<file path="config.mk">
export PLATFORM = sky130hd
export DESIGN_NAME = compacting_list_table_unit
export DESIGN_NICKNAME = d
export VERILOG_FILES = /design/src/hw/rtl/clt_pkg.sv /design/src/hw/rtl/clt_cell.sv /design/src/hw/rtl/compacting_list_table_unit.sv
export SDC_FILE = /design/constraint.sdc
export NUM_CORES = 2
export LEC_CHECK = 0
export BUFFER_PORTS_ARGS = -buffer_cell sky130_fd_sc_hd__buf_2
export CAP_MARGIN = 5
export CORE_MARGIN = 4
export CORE_UTILIZATION = 40
export CTS_CLUSTER_SIZE = 30
export DETAILED_ROUTE_END_ITERATION = 6
export PLACE_DENSITY = 0.51
export SYNTH_ARGS = -nofsm -noshare
export SYNTH_HDL_FRONTEND = slang
export SYNTH_HIERARCHICAL = 1
export SYNTH_SLANG_ARGS = --single-unit
</file>
<file path="constraint.sdc">
create_clock -name clk -period 8.1 [get_ports clk]
set_input_delay 1.62 -clock clk [delete_from_list [all_inputs] [get_ports clk]]
set_output_delay 1.62 -clock clk [all_outputs]
set_load 0.05 [all_outputs]
</file>
<file path="src/hw/rtl/clt_pkg.sv">
`timescale 1ns / 1ps
// Shared types and constants for the compacting list table.
// No dependencies; used by clt_cell and compacting_list_table_unit.
package clt_pkg;

    localparam int DEPTH   = 16;
    localparam int IDX_W   = $clog2(DEPTH);
    localparam int CNT_W   = 5;
    localparam int DATA_W  = 32;
    localparam int CAP_RST = 10;

    typedef enum logic [2:0] {
        OP_APPEND    = 3'd0,
        OP_DROP_LAST = 3'd1,
        OP_DROP_AT   = 3'd2,
        OP_DROP_VAL  = 3'd3,
        OP_CLEAR     = 3'd4,
        OP_READ      = 3'd5
    } op_t;

    typedef enum logic [2:0] {
        ST_OK       = 3'd0,
        ST_FULL     = 3'd1,
        ST_EMPTY    = 3'd2,
        ST_BADPOS   = 3'd3,
        ST_NOTFOUND = 3'd4
    } status_t;

    // Broadcast command seen by every cell in the chain.
    typedef struct packed {
        logic                append_en;
        logic                drop_at_en;
        logic                drop_val_en;
        logic [CNT_W-1:0]    count;
        logic [CNT_W-1:0]    position;
        logic [DATA_W-1:0]   value;
    } cell_cmd_t;

endpackage

</file>
<file path="src/hw/rtl/clt_cell.sv">
`timescale 1ns / 1ps
// One slot of the list: holds an entry, matches it, shifts from its neighbor.
// Depends on clt_pkg.
module clt_cell
(
    input  logic                          clk,
    input  logic [clt_pkg::IDX_W-1:0]     idx,
    input  clt_pkg::cell_cmd_t            cmd,
    input  logic [clt_pkg::DATA_W-1:0]    next_data,
    input  logic                          hit_in,
    output logic                          hit_out,
    output logic [clt_pkg::DATA_W-1:0]    data
);

    logic [clt_pkg::DATA_W-1:0] data_reg;
    logic [clt_pkg::DATA_W-1:0] data_next;
    logic [clt_pkg::CNT_W-1:0]  idx_ext;
    logic                       valid;
    logic                       match;
    logic                       shift;
    logic                       load;

    assign idx_ext = clt_pkg::CNT_W'(idx);
    assign valid   = idx_ext < cmd.count;
    assign match   = valid && (data_reg == cmd.value);
    assign hit_out = hit_in | match;

    // drop-at: cells at or past the 1-based position pull from the right
    assign shift = (cmd.drop_val_en && (hit_in || match))
                || (cmd.drop_at_en && ((idx_ext + clt_pkg::CNT_W'(1)) >= cmd.position));
    assign load  = cmd.append_en && (idx_ext == cmd.count);

    always_comb
    begin
        priority if (load)
        begin
            data_next = cmd.value;
        end
        else if (shift)
        begin
            data_next = next_data;
        end
        else
        begin
            data_next = data_reg;
        end
    end

    always_ff @(posedge clk)
    begin
        data_reg <= data_next;
    end

    assign data = data_reg;

endmodule

</file>
<file path="src/hw/rtl/compacting_list_table_unit.sv">
`timescale 1ns / 1ps
// Top level of the compacting list table: command port, capacity register, cell chain.
// Depends on clt_pkg and clt_cell.
//
// A command is taken when start is high and busy is low. Busy then stays high for
// one cycle while the cell chain works the operation; at the end of that cycle the
// list updates and done pulses for one cycle with status, count and read_value.
// The receiver cannot stall the result, so it must capture it on the done cycle.
// A new command can be taken on the done cycle. All cells compare and shift in
// parallel, so deletes cost no more than appends. The capacity register (cfg_data,
// reset 10) is always ready and should be written while idle; values above the
// list depth act as the depth.
module compacting_list_table_unit
(
    input  logic                                  clk,
    input  logic                                  rst_n,
    input  logic                                  start,
    output logic                                  busy,
    input  logic [2:0]                            op,
    input  logic signed [clt_pkg::DATA_W-1:0]     value,
    input  logic [clt_pkg::CNT_W-1:0]             position,
    output logic                                  done,
    output logic [2:0]                            status,
    output logic [clt_pkg::CNT_W-1:0]             count,
    output logic signed [clt_pkg::DATA_W-1:0]     read_value,
    input  logic                                  cfg_valid,
    output logic                                  cfg_ready,
    input  logic [clt_pkg::CNT_W-1:0]             cfg_data
);

    // control state
    logic                          busy_reg;
    logic                          busy_next;
    logic                          done_reg;
    logic                          done_next;
    logic [clt_pkg::CNT_W-1:0]     count_reg;
    logic [clt_pkg::CNT_W-1:0]     count_next;
    logic [clt_pkg::CNT_W-1:0]     cap_reg;

    // latched command
    clt_pkg::op_t                  op_reg;
    logic [clt_pkg::DATA_W-1:0]    value_reg;
    logic [clt_pkg::CNT_W-1:0]     pos_reg;

    // result registers
    clt_pkg::status_t              status_reg;
    clt_pkg::status_t              status_next;
    logic [clt_pkg::DATA_W-1:0]    rd_reg;
    logic [clt_pkg::DATA_W-1:0]    rd_next;

    logic                          accept;
    logic [clt_pkg::CNT_W-1:0]     cap_eff;
    logic                          found;
    clt_pkg::cell_cmd_t            cmd;

    logic [clt_pkg::DATA_W-1:0]    cell_data [clt_pkg::DEPTH];
    logic                          hit [clt_pkg::DEPTH+1];

    assign accept    = start && !busy_reg;
    assign cfg_ready = 1'b1;

    // capacity clamps at the list depth
    assign cap_eff = (cap_reg > clt_pkg::CNT_W'(clt_pkg::DEPTH))
                   ? clt_pkg::CNT_W'(clt_pkg::DEPTH) : cap_reg;

    // operation decode for the execute cycle
    always_comb
    begin
        status_next     = clt_pkg::ST_OK;
        count_next      = count_reg;
        rd_next         = '0;
        cmd.append_en   = 1'b0;
        cmd.drop_at_en  = 1'b0;
        cmd.drop_val_en = 1'b0;
        cmd.count       = count_reg;
        cmd.position    = pos_reg;
        cmd.value       = value_reg;
        unique case (op_reg)
            clt_pkg::OP_APPEND:
            begin
                if (({1'b0, count_reg} + (clt_pkg::CNT_W+1)'(1)) < {1'b0, cap_eff})
                begin
                    cmd.append_en = busy_reg;
                    count_next    = count_reg + clt_pkg::CNT_W'(1);
                end
                else
                begin
                    status_next = clt_pkg::ST_FULL;
                end
            end
            clt_pkg::OP_DROP_LAST:
            begin
                if (count_reg == '0)
                    status_next = clt_pkg::ST_EMPTY;
                else
                    count_next = count_reg - clt_pkg::CNT_W'(1);
            end
            clt_pkg::OP_DROP_AT:
            begin
                priority if (count_reg == '0)
                    status_next = clt_pkg::ST_EMPTY;
                else if (pos_reg == '0 || pos_reg > count_reg)
                    status_next = clt_pkg::ST_BADPOS;
                else
                begin
                    cmd.drop_at_en = busy_reg;
                    count_next     = count_reg - clt_pkg::CNT_W'(1);
                end
            end
            clt_pkg::OP_DROP_VAL:
            begin
                // cells gate their own shift on the hit chain
                cmd.drop_val_en = busy_reg;
                if (found)
                    count_next = count_reg - clt_pkg::CNT_W'(1);
                else
                    status_next = clt_pkg::ST_NOTFOUND;
            end
            clt_pkg::OP_CLEAR:
            begin
                count_next = '0;
            end
            clt_pkg::OP_READ:
            begin
                priority if (count_reg == '0)
                    status_next = clt_pkg::ST_EMPTY;
                else if (pos_reg >= count_reg)
                    status_next = clt_pkg::ST_BADPOS;
                else
                    rd_next = cell_data[pos_reg[clt_pkg::IDX_W-1:0]];
            end
            default:
            begin
                status_next = clt_pkg::ST_OK;
            end
        endcase
    end

    // cell chain: each cell pulls from its right neighbor on a shift; the last cell reloads its own data
    assign hit[0] = 1'b0;
    for (genvar k = 0; k < clt_pkg::DEPTH; k++)
    begin : g_cell
        logic [clt_pkg::DATA_W-1:0] right_data;
        if (k == clt_pkg::DEPTH - 1)
        begin : g_last
            assign right_data = cell_data[k];
        end
        else
        begin : g_mid
            assign right_data = cell_data[k+1];
        end
        clt_cell u_cell
        (
            .clk       (clk),
            .idx       (clt_pkg::IDX_W'(k)),
            .cmd       (cmd),
            .next_data (right_data),
            .hit_in    (hit[k]),
            .hit_out   (hit[k+1]),
            .data      (cell_data[k])
        );
    end
    assign found = hit[clt_pkg::DEPTH];

    assign busy_next = accept ? 1'b1 : 1'b0;
    assign done_next = busy_reg;

    always_ff @(posedge clk or negedge rst_n)
    begin
        if (!rst_n)
        begin
            busy_reg  <= 1'b0;
            done_reg  <= 1'b0;
            count_reg <= '0;
            cap_reg   <= clt_pkg::CNT_W'(clt_pkg::CAP_RST);
        end
        else
        begin
            busy_reg <= busy_next;
            done_reg <= done_next;
            if (busy_reg)
                count_reg <= count_next;
            if (cfg_valid && cfg_ready)
                cap_reg <= cfg_data;
        end
    end

    always_ff @(posedge clk)
    begin
        if (accept)
        begin
            op_reg    <= clt_pkg::op_t'(op);
            value_reg <= value;
            pos_reg   <= position;
        end
        if (busy_reg)
        begin
            status_reg <= status_next;
            rd_reg     <= rd_next;
        end
    end

    assign busy       = busy_reg;
    assign done       = done_reg;
    assign status     = status_reg;
    assign count      = count_reg;
    assign read_value = rd_reg;

    // checks
    a_done_after_busy: assert property (@(posedge clk) disable iff (!rst_n)
        done_reg |-> $past(busy_reg))
        else $error("done without execute cycle");

    a_no_overlap: assert property (@(posedge clk) disable iff (!rst_n)
        !(busy_reg && done_reg))
        else $error("busy and done together");

    a_count_bound: assert property (@(posedge clk) disable iff (!rst_n)
        count_reg <= clt_pkg::CNT_W'(clt_pkg::DEPTH - 1))
        else $error("count past depth");

    a_fail_keeps_count: assert property (@(posedge clk) disable iff (!rst_n)
        (done_reg && status_reg != clt_pkg::ST_OK) |-> count_reg == $past(count_reg))
        else $error("failed op changed count");

    a_read_zero: assert property (@(posedge clk) disable iff (!rst_n)
        (done_reg && status_reg != clt_pkg::ST_OK) |-> rd_reg == '0)
        else $error("failed op returned data");

endmodule
</file>
=== Word level (Yosys, flattened, before mapping) ===
Index checks and enable logic that the tools add are counted.

* Word-level logic and storage cells: 292
* Flip-flop bits (word level): 599
* Output and inout bits: 43
* Bits of input ports: 49

* Bitwise logic cells: 17
* Order comparisons: 36
* Eq/ne operators: 41
* Reductions and logical operators: 115
* $add $sub $neg: 3
* Mux-type cells: 55

{| class="wikitable"
|+ Operators by type and width
! operator !! count
|-
| $mux 32 || 32
|-
| $eq 32x32->1 || 16
|-
| $bmux 32 s4 || 1
|-
| $logic_and 1x1->1 || 63
|-
| $eq 4x5->1 const A || 8
|-
| $ge 4x5->1 const A || 8
|-
| $lt 4x5->1 const A || 8
|-
| $logic_or 1x1->1 || 30
|-
| $mux 5 || 6
|-
| $reduce_bool 2->1 || 15
|-
| $pmux 5 s5 || 1
|-
| $eq 3x5->1 const A || 4
|-
| $ge 3x5->1 const A || 4
|-
| $lt 3x5->1 const A || 4
|-
| $or 1x1->1 || 15
|-
| $pmux 3 s5 || 1
|-
| $eq 2x5->1 const A || 2
|-
| $ge 2x5->1 const A || 2
|-
| $logic_not 5->1 || 2
|-
| $lt 1x5->1 const A || 2
|-
| $lt 2x5->1 const A || 2
|-
| $mux 2 || 5
|-
| $ne 2x2->1 const B || 5
|-
| $mux 1 || 8
|-
| other kinds (21) || 23
|}

=== Depth between registers and ports, before layout ===
* Depth in word-level cells: 20
* Mapped depth: 24
* Mapped depth without buffers: 24

=== Cells and area by module ===
Netlist, hierarchy kept.

{| class="wikitable"
|+ By module, submodules not included
! module !! times used !! sequential area each (um^2) !! area an instance (um^2) !! cells an instance
|-
| clt_cell at g_cell[0].u_cell ... || 10 || 960.9 || 2144.6 || 148
|-
| clt_cell at g_cell[4].u_cell ... || 6 || 960.9 || 2118.3 || 146
|-
| compacting_list_table_unit || 1 || 2555.0 || 8084.0 || 507
|}

=== Least setup slack after synthesis ===
No wires, ideal clock.

* Path kind: register to register
* From: register, netlist name value_reg[22]
* To: register g_cell[15].u_cell.data_reg (netlist bit g_cell[15].u_cell/data[0]), enable pin
* Slack: 1.817 ns
* Library setup time: 0.561 ns
* Data required time: 7.539 ns
* Data arrival time: 5.722 ns
* Clock period less this slack: 6.283 ns
* Cell stages (with the launch flop): 21
* Buffers on the path: 0
* Cells stage by stage: edfxtp_1 > xor2_1 > nor4_1 > and4_1 > a31o_2 > a31o_2 > a31o_2 > a31o_2 > a41o_1 > a41o_1 > a41o_1 > a41o_1 > a41o_1 > a41o_1 > a31o_2 > a31o_2 > a31o_2 > a31o_2 > a31o_2 > a221oi_2 > nand3_1

{| class="wikitable"
|+ RTL lines
! item !! RTL line !! RTL
|-
| end signal, assigned || clt_cell.sv:51 || <nowiki>data_reg <= data_next;</nowiki>
|-
| end, declared || clt_cell.sv:15 || <nowiki>logic [clt_pkg::DATA_W-1:0] data_reg;</nowiki>
|}

=== Worst setup path after layout ===
* From: register count_reg (netlist bit count[3])
* To: register g_cell[15].u_cell.data_reg (netlist bit g_cell[15].u_cell/data[30]), enable pin

* Word-level cells in the longest chain between the ends: 5
* Elaborated cells on any way between the ends: 6
* Those cells by class: add/sub (1); order compare (1); eq/ne (1); mux (2); reduce/logical (1)

{| class="wikitable"
|+ Ends and longest elaborated chain
! item !! RTL line !! RTL
|-
| start, declared || compacting_list_table_unit.sv:36 || <nowiki>logic [clt_pkg::CNT_W-1:0] count_reg;</nowiki>
|-
| start signal, assigned || compacting_list_table_unit.sv:182 || <nowiki>count_reg <= count_next;</nowiki>
|-
| $add 5x1->6 || compacting_list_table_unit.sv:81 || <nowiki>if (({1'b0, count_reg} + (clt_pkg::CNT_W+1)'(1)) < {1'b0, cap_eff})</nowiki>
|-
| $lt 6x5->1 || compacting_list_table_unit.sv:81 ||
|-
| $mux 1 || compacting_list_table_unit.sv:81 ||
|-
| $mux 1 || compacting_list_table_unit.sv:78 || <nowiki>unique case (op_reg)</nowiki>
|-
| $logic_and 1x1->1 * || clt_cell.sv:31 || <nowiki>assign load = cmd.append_en && (idx_ext == cmd.count);</nowiki>
|}

Every way passes the cells marked *; elsewhere a longest branch is shown, timed or not.
A chain may end at the register's enable or synchronous reset.

==> flow_summary.toml <==
[run_status]
status = "finished with violations"
violations = "design-rule violations"

[drt]
wl_per_cell_um = 32.7
dr.pass1.iters = 7
first_iter_violations = 2614
ant_nets = 0
drc_errors = 2
num_vias = 26800
wirelength_um = 152000
avgViaCountPerCell = 5.75

[logic_synthesis]
synth_seq_cells = 599
synth_flop_cell = "edfxtp_1"
ys_seq_area_share_pct = 42.4
synth_edf_count = 587
synth_area_um2 = 42200
synth_warnings = 6
syn_avg_cell_area_um2 = 14.8
ys_types = 60
synthArstFlopShare_pct = 2.00
synth_cells = 2863

[layout]
drive_gt1_share_pct = 29.5
fin_nets = 3447
largest_reg_flops = 512
stdcell_count = 4664
fillers = 9413
area_growth_pct = 10.7

[clocking]
clkLatencyLatePin_ns = 0.65
cts_resized = 0
htree_levels = 3
cts_tree = "done"
holdBufCountCts = 0
cts-root-buf = "clkbuf_16"
cts.sink_count = 599
path_clk_slew_ns = 0.06
clockBufferDepth = 3
cts_made_buffers = 74
post_cts_buffers = 0

[sta]
rsz0062_at_grt = "no"
period_share_pct = 75.2
setup-violations-final = 0
fin_worst_skew_ns = 0.0425
finalCriticalPeriod_ns = 6.09
worst_slew_pin_slew_ns = 1.36
setup_tns_ns = 0
hold_violations = 0
max-slew-margin-rel_pct = 8.60
drv_slew = 0
clock.fmax_mhz = 164

[setup_path]
rr_worst_depth = 23
end_kind = "flip-flop"
cp_max_fo = 32
worst-r2r-setup-slack_ns = 2.01
crit_slowest_cell = "dfrtp_1"
r2r_start = "count[3]"
crit_path_start_kind = "flip-flop"
arrival_ns = 6.37
crit_required_ns = 8.38
cpPeakStageDelay_ns = 0.37
worstPathCellList = "inv_1, ha_1, and4b_1, a211oi_1, and4_1, a31o_2, a31o_2, a31o_2, a31o_2, a41o_1, a41o_1, a41o_1, a41o_1, a41o_1, a41o_1, a31o_2, a31o_2, a31o_2, a31o_2, a31o_2, a221oi_2, nand3_2, buf_4"
worstSetupPathType = "flip-flop to flip-flop"
r2r_end = "g_cell[15].u_cell/data[30]"
crit_top_cell = "a31o_2"

[placement]
gp_congestion = 0.908
dp_cells = 4527
hpwlAfterDp_um = 104000
numPortBuffers = 90

[floorplanning]
die_w_um = 333
boundaryPins = 92
dieArea_um2 = 111000
coreArea_um2 = 104000
dieHeight_um = 333
rows = 118
initial_core_util_pct = 40.5

[global_routing]
grt_pass1_vias = 26700
overflow = 0
grt_max_degree = 48
track_usage_pct = 26.7
grt_pass1_wl_um = 211000
antenna_found_initial = 15

[min_path]
hold_end = "cap_reg[2]"
min_from = "cap_reg[2]"
hold_depth = 1
hp-class = "flip-flop to flip-flop"

[power]
ir_drop_v = 0.000133
leakagePower_nw = 17.7
powerDensity_nw_per_um2 = 187

[flow_run]
cap_violations = 0
## cells by family (layout without fill, tap and decap cells)
logic type,after synthesis,in the layout,share of synthesized area [%]
mux,680,680,25.9
flops,599,599,42.4
xor+xnor,551,551,11.4
simple gates,354,354,5.19
buf+inv,271,465,5.48
compound gates,231,231,4.29
fa+ha+maj,175,175,5.20
other cells,2,229,0.0178
## power by group
group	switching, W	total, W	internal, W
registers	0.0000717	0.00357	0.00349
logic	0.00117	0.00182	0.000652
clock network	0.00138	0.00337	0.00200
## layout make-up
cell class                      instances  area [µm²]  area share, %
Tap cell                             1380        1730           3.69
Clock buffer                           96        2040           4.36
Antenna cell                            2        5.00         0.0107
Inverter                              149         559           1.20
Sequential cell                       599       17900           38.4
Clock inverter                         39         360          0.771
Multi-Input combinational cell       2218       23000           49.1
Timing Repair Buffer                  181        1160           2.48
## critical path, delay by kind of cell, from the launching register on
| family | cells | cell delay (ns) |
|---|---|---|
| adders and majority gates | 1 | 0.17 |
| and+or+nand+nor | 3 | 0.70 |
| AOI/OAI and AO/OA | 17 | 4.04 |
| DFF | 1 | 0.37 |
| buffers and inverters | 2 | 0.39 |
## synthesized netlist by cell type (8+ instances only)
cell type | number | area (µm²)
clkbuf_8 | 16 | 220
buf_6 | 27 | 304
inv_1 | 149 | 559
a31oi_1 | 10 | 62.6
a21oi_1 | 41 | 205
nor3_1 | 12 | 60.1
xor2_1 | 183 | 1600
buf_12 | 50 | 1000
and4b_1 | 16 | 160
nor2_1 | 16 | 60.1
a221oi_2 | 10 | 150
a211oi_1 | 71 | 533
mux4_2 | 88 | 1980
ha_1 | 174 | 2180
a41o_1 | 8 | 80.1
o2111ai_1 | 31 | 272
dfrtp_1 | 10 | 250
and3_1 | 33 | 206
mux2_4 | 467 | 7010
xnor2_1 | 368 | 3220
nor2b_1 | 31 | 194
mux2i_1 | 33 | 330
mux4_1 | 40 | 1050
nand2b_1 | 22 | 138
mux2_2 | 52 | 586
nand2_1 | 23 | 86.3
a21o_1 | 20 | 150
a31o_2 | 10 | 87.6
and2b_2 | 11 | 96.3
edfxtp_1 | 587 | 17600
and4_1 | 13 | 114
nor4_1 | 48 | 300
nand3_1 | 37 | 185
o21ai_0 | 10 | 50.1
nand4_1 | 84 | 526
## worst max-delay path by stage
| stage | startpoint | endpoint | slack (ns) | cells past startpoint |
|---|---|---|---|---|
| floorplan | value_reg[22] | g_cell[15].u_cell/data[0] | 1.82 | 20 |
| global placement | count[3] | g_cell[15].u_cell/data[30] | 2.15 | 23 |
| finish | count[3] | g_cell[15].u_cell/data[30] | 2.01 | 23 |
| detailed placement | count[3] | g_cell[15].u_cell/data[18] | 2.11 | 23 |
| global route | count[3] | g_cell[15].u_cell/data[20] | 1.87 | 23 |
| CTS | count[3] | g_cell[15].u_cell/data[8] | 2.07 | 23 |
## stage by stage
stage               total power, W  worst slack, ns  instance area (µm²)  util [%]  hold WS (ns)
CTS                        0.00880             2.07                46700      44.8         0.543
floorplan                  0.00482             1.82                43100         -         0.481
finish                     0.00876             2.01                46800      44.9         0.525
detailed placement         0.00541             2.11                44300      42.5         0.530
global route               0.00911             1.87                46800      44.9         0.551
global placement           0.00537             2.15                44300      42.5         0.512
## metal layers
layer / global-route usage (%) / part of all wire, % / vias up / routed length (µm)
met5: 0.213 / 0.020 / - / 30
met4: 11.4 / 4.8 / 4 / 7330
met3: 5.73 / 7.7 / 255 / 11800
met2: 41.6 / 45 / 1088 / 68700
met1: 36.1 / 42 / 14000 / 64500
li1: - / - / 11500 / -
## placed cells by master (no fill, tap or decap), drive strengths merged, types with 10 or more instances in the layout
| cell | n |
|---|---|
| edfxtp | 587 |
| mux2 | 519 |
| xnor2 | 368 |
| conb | 227 |
| xor2 | 183 |
| buf | 181 |
| ha | 174 |
| inv | 150 |
| mux4 | 128 |
| clkbuf | 96 |
| nand4 | 84 |
| a211oi | 74 |
| nor4 | 48 |
| a21oi | 41 |
| nand3 | 37 |
| mux2i | 33 |
| and3 | 33 |
| o2111ai | 32 |
| nor2b | 31 |
| clkinv | 30 |
| nand2 | 23 |
| nand2b | 22 |
| a21o | 20 |
| nor2 | 16 |
| and4b | 16 |
| and2b | 14 |
| and4 | 13 |
| nor3 | 12 |
| a221oi | 11 |
| o21ai | 10 |
| a31oi | 10 |
| a31o | 10 |
| dfrtp | 10 |
No activity file was read; power rests on OpenSTA's default activity.
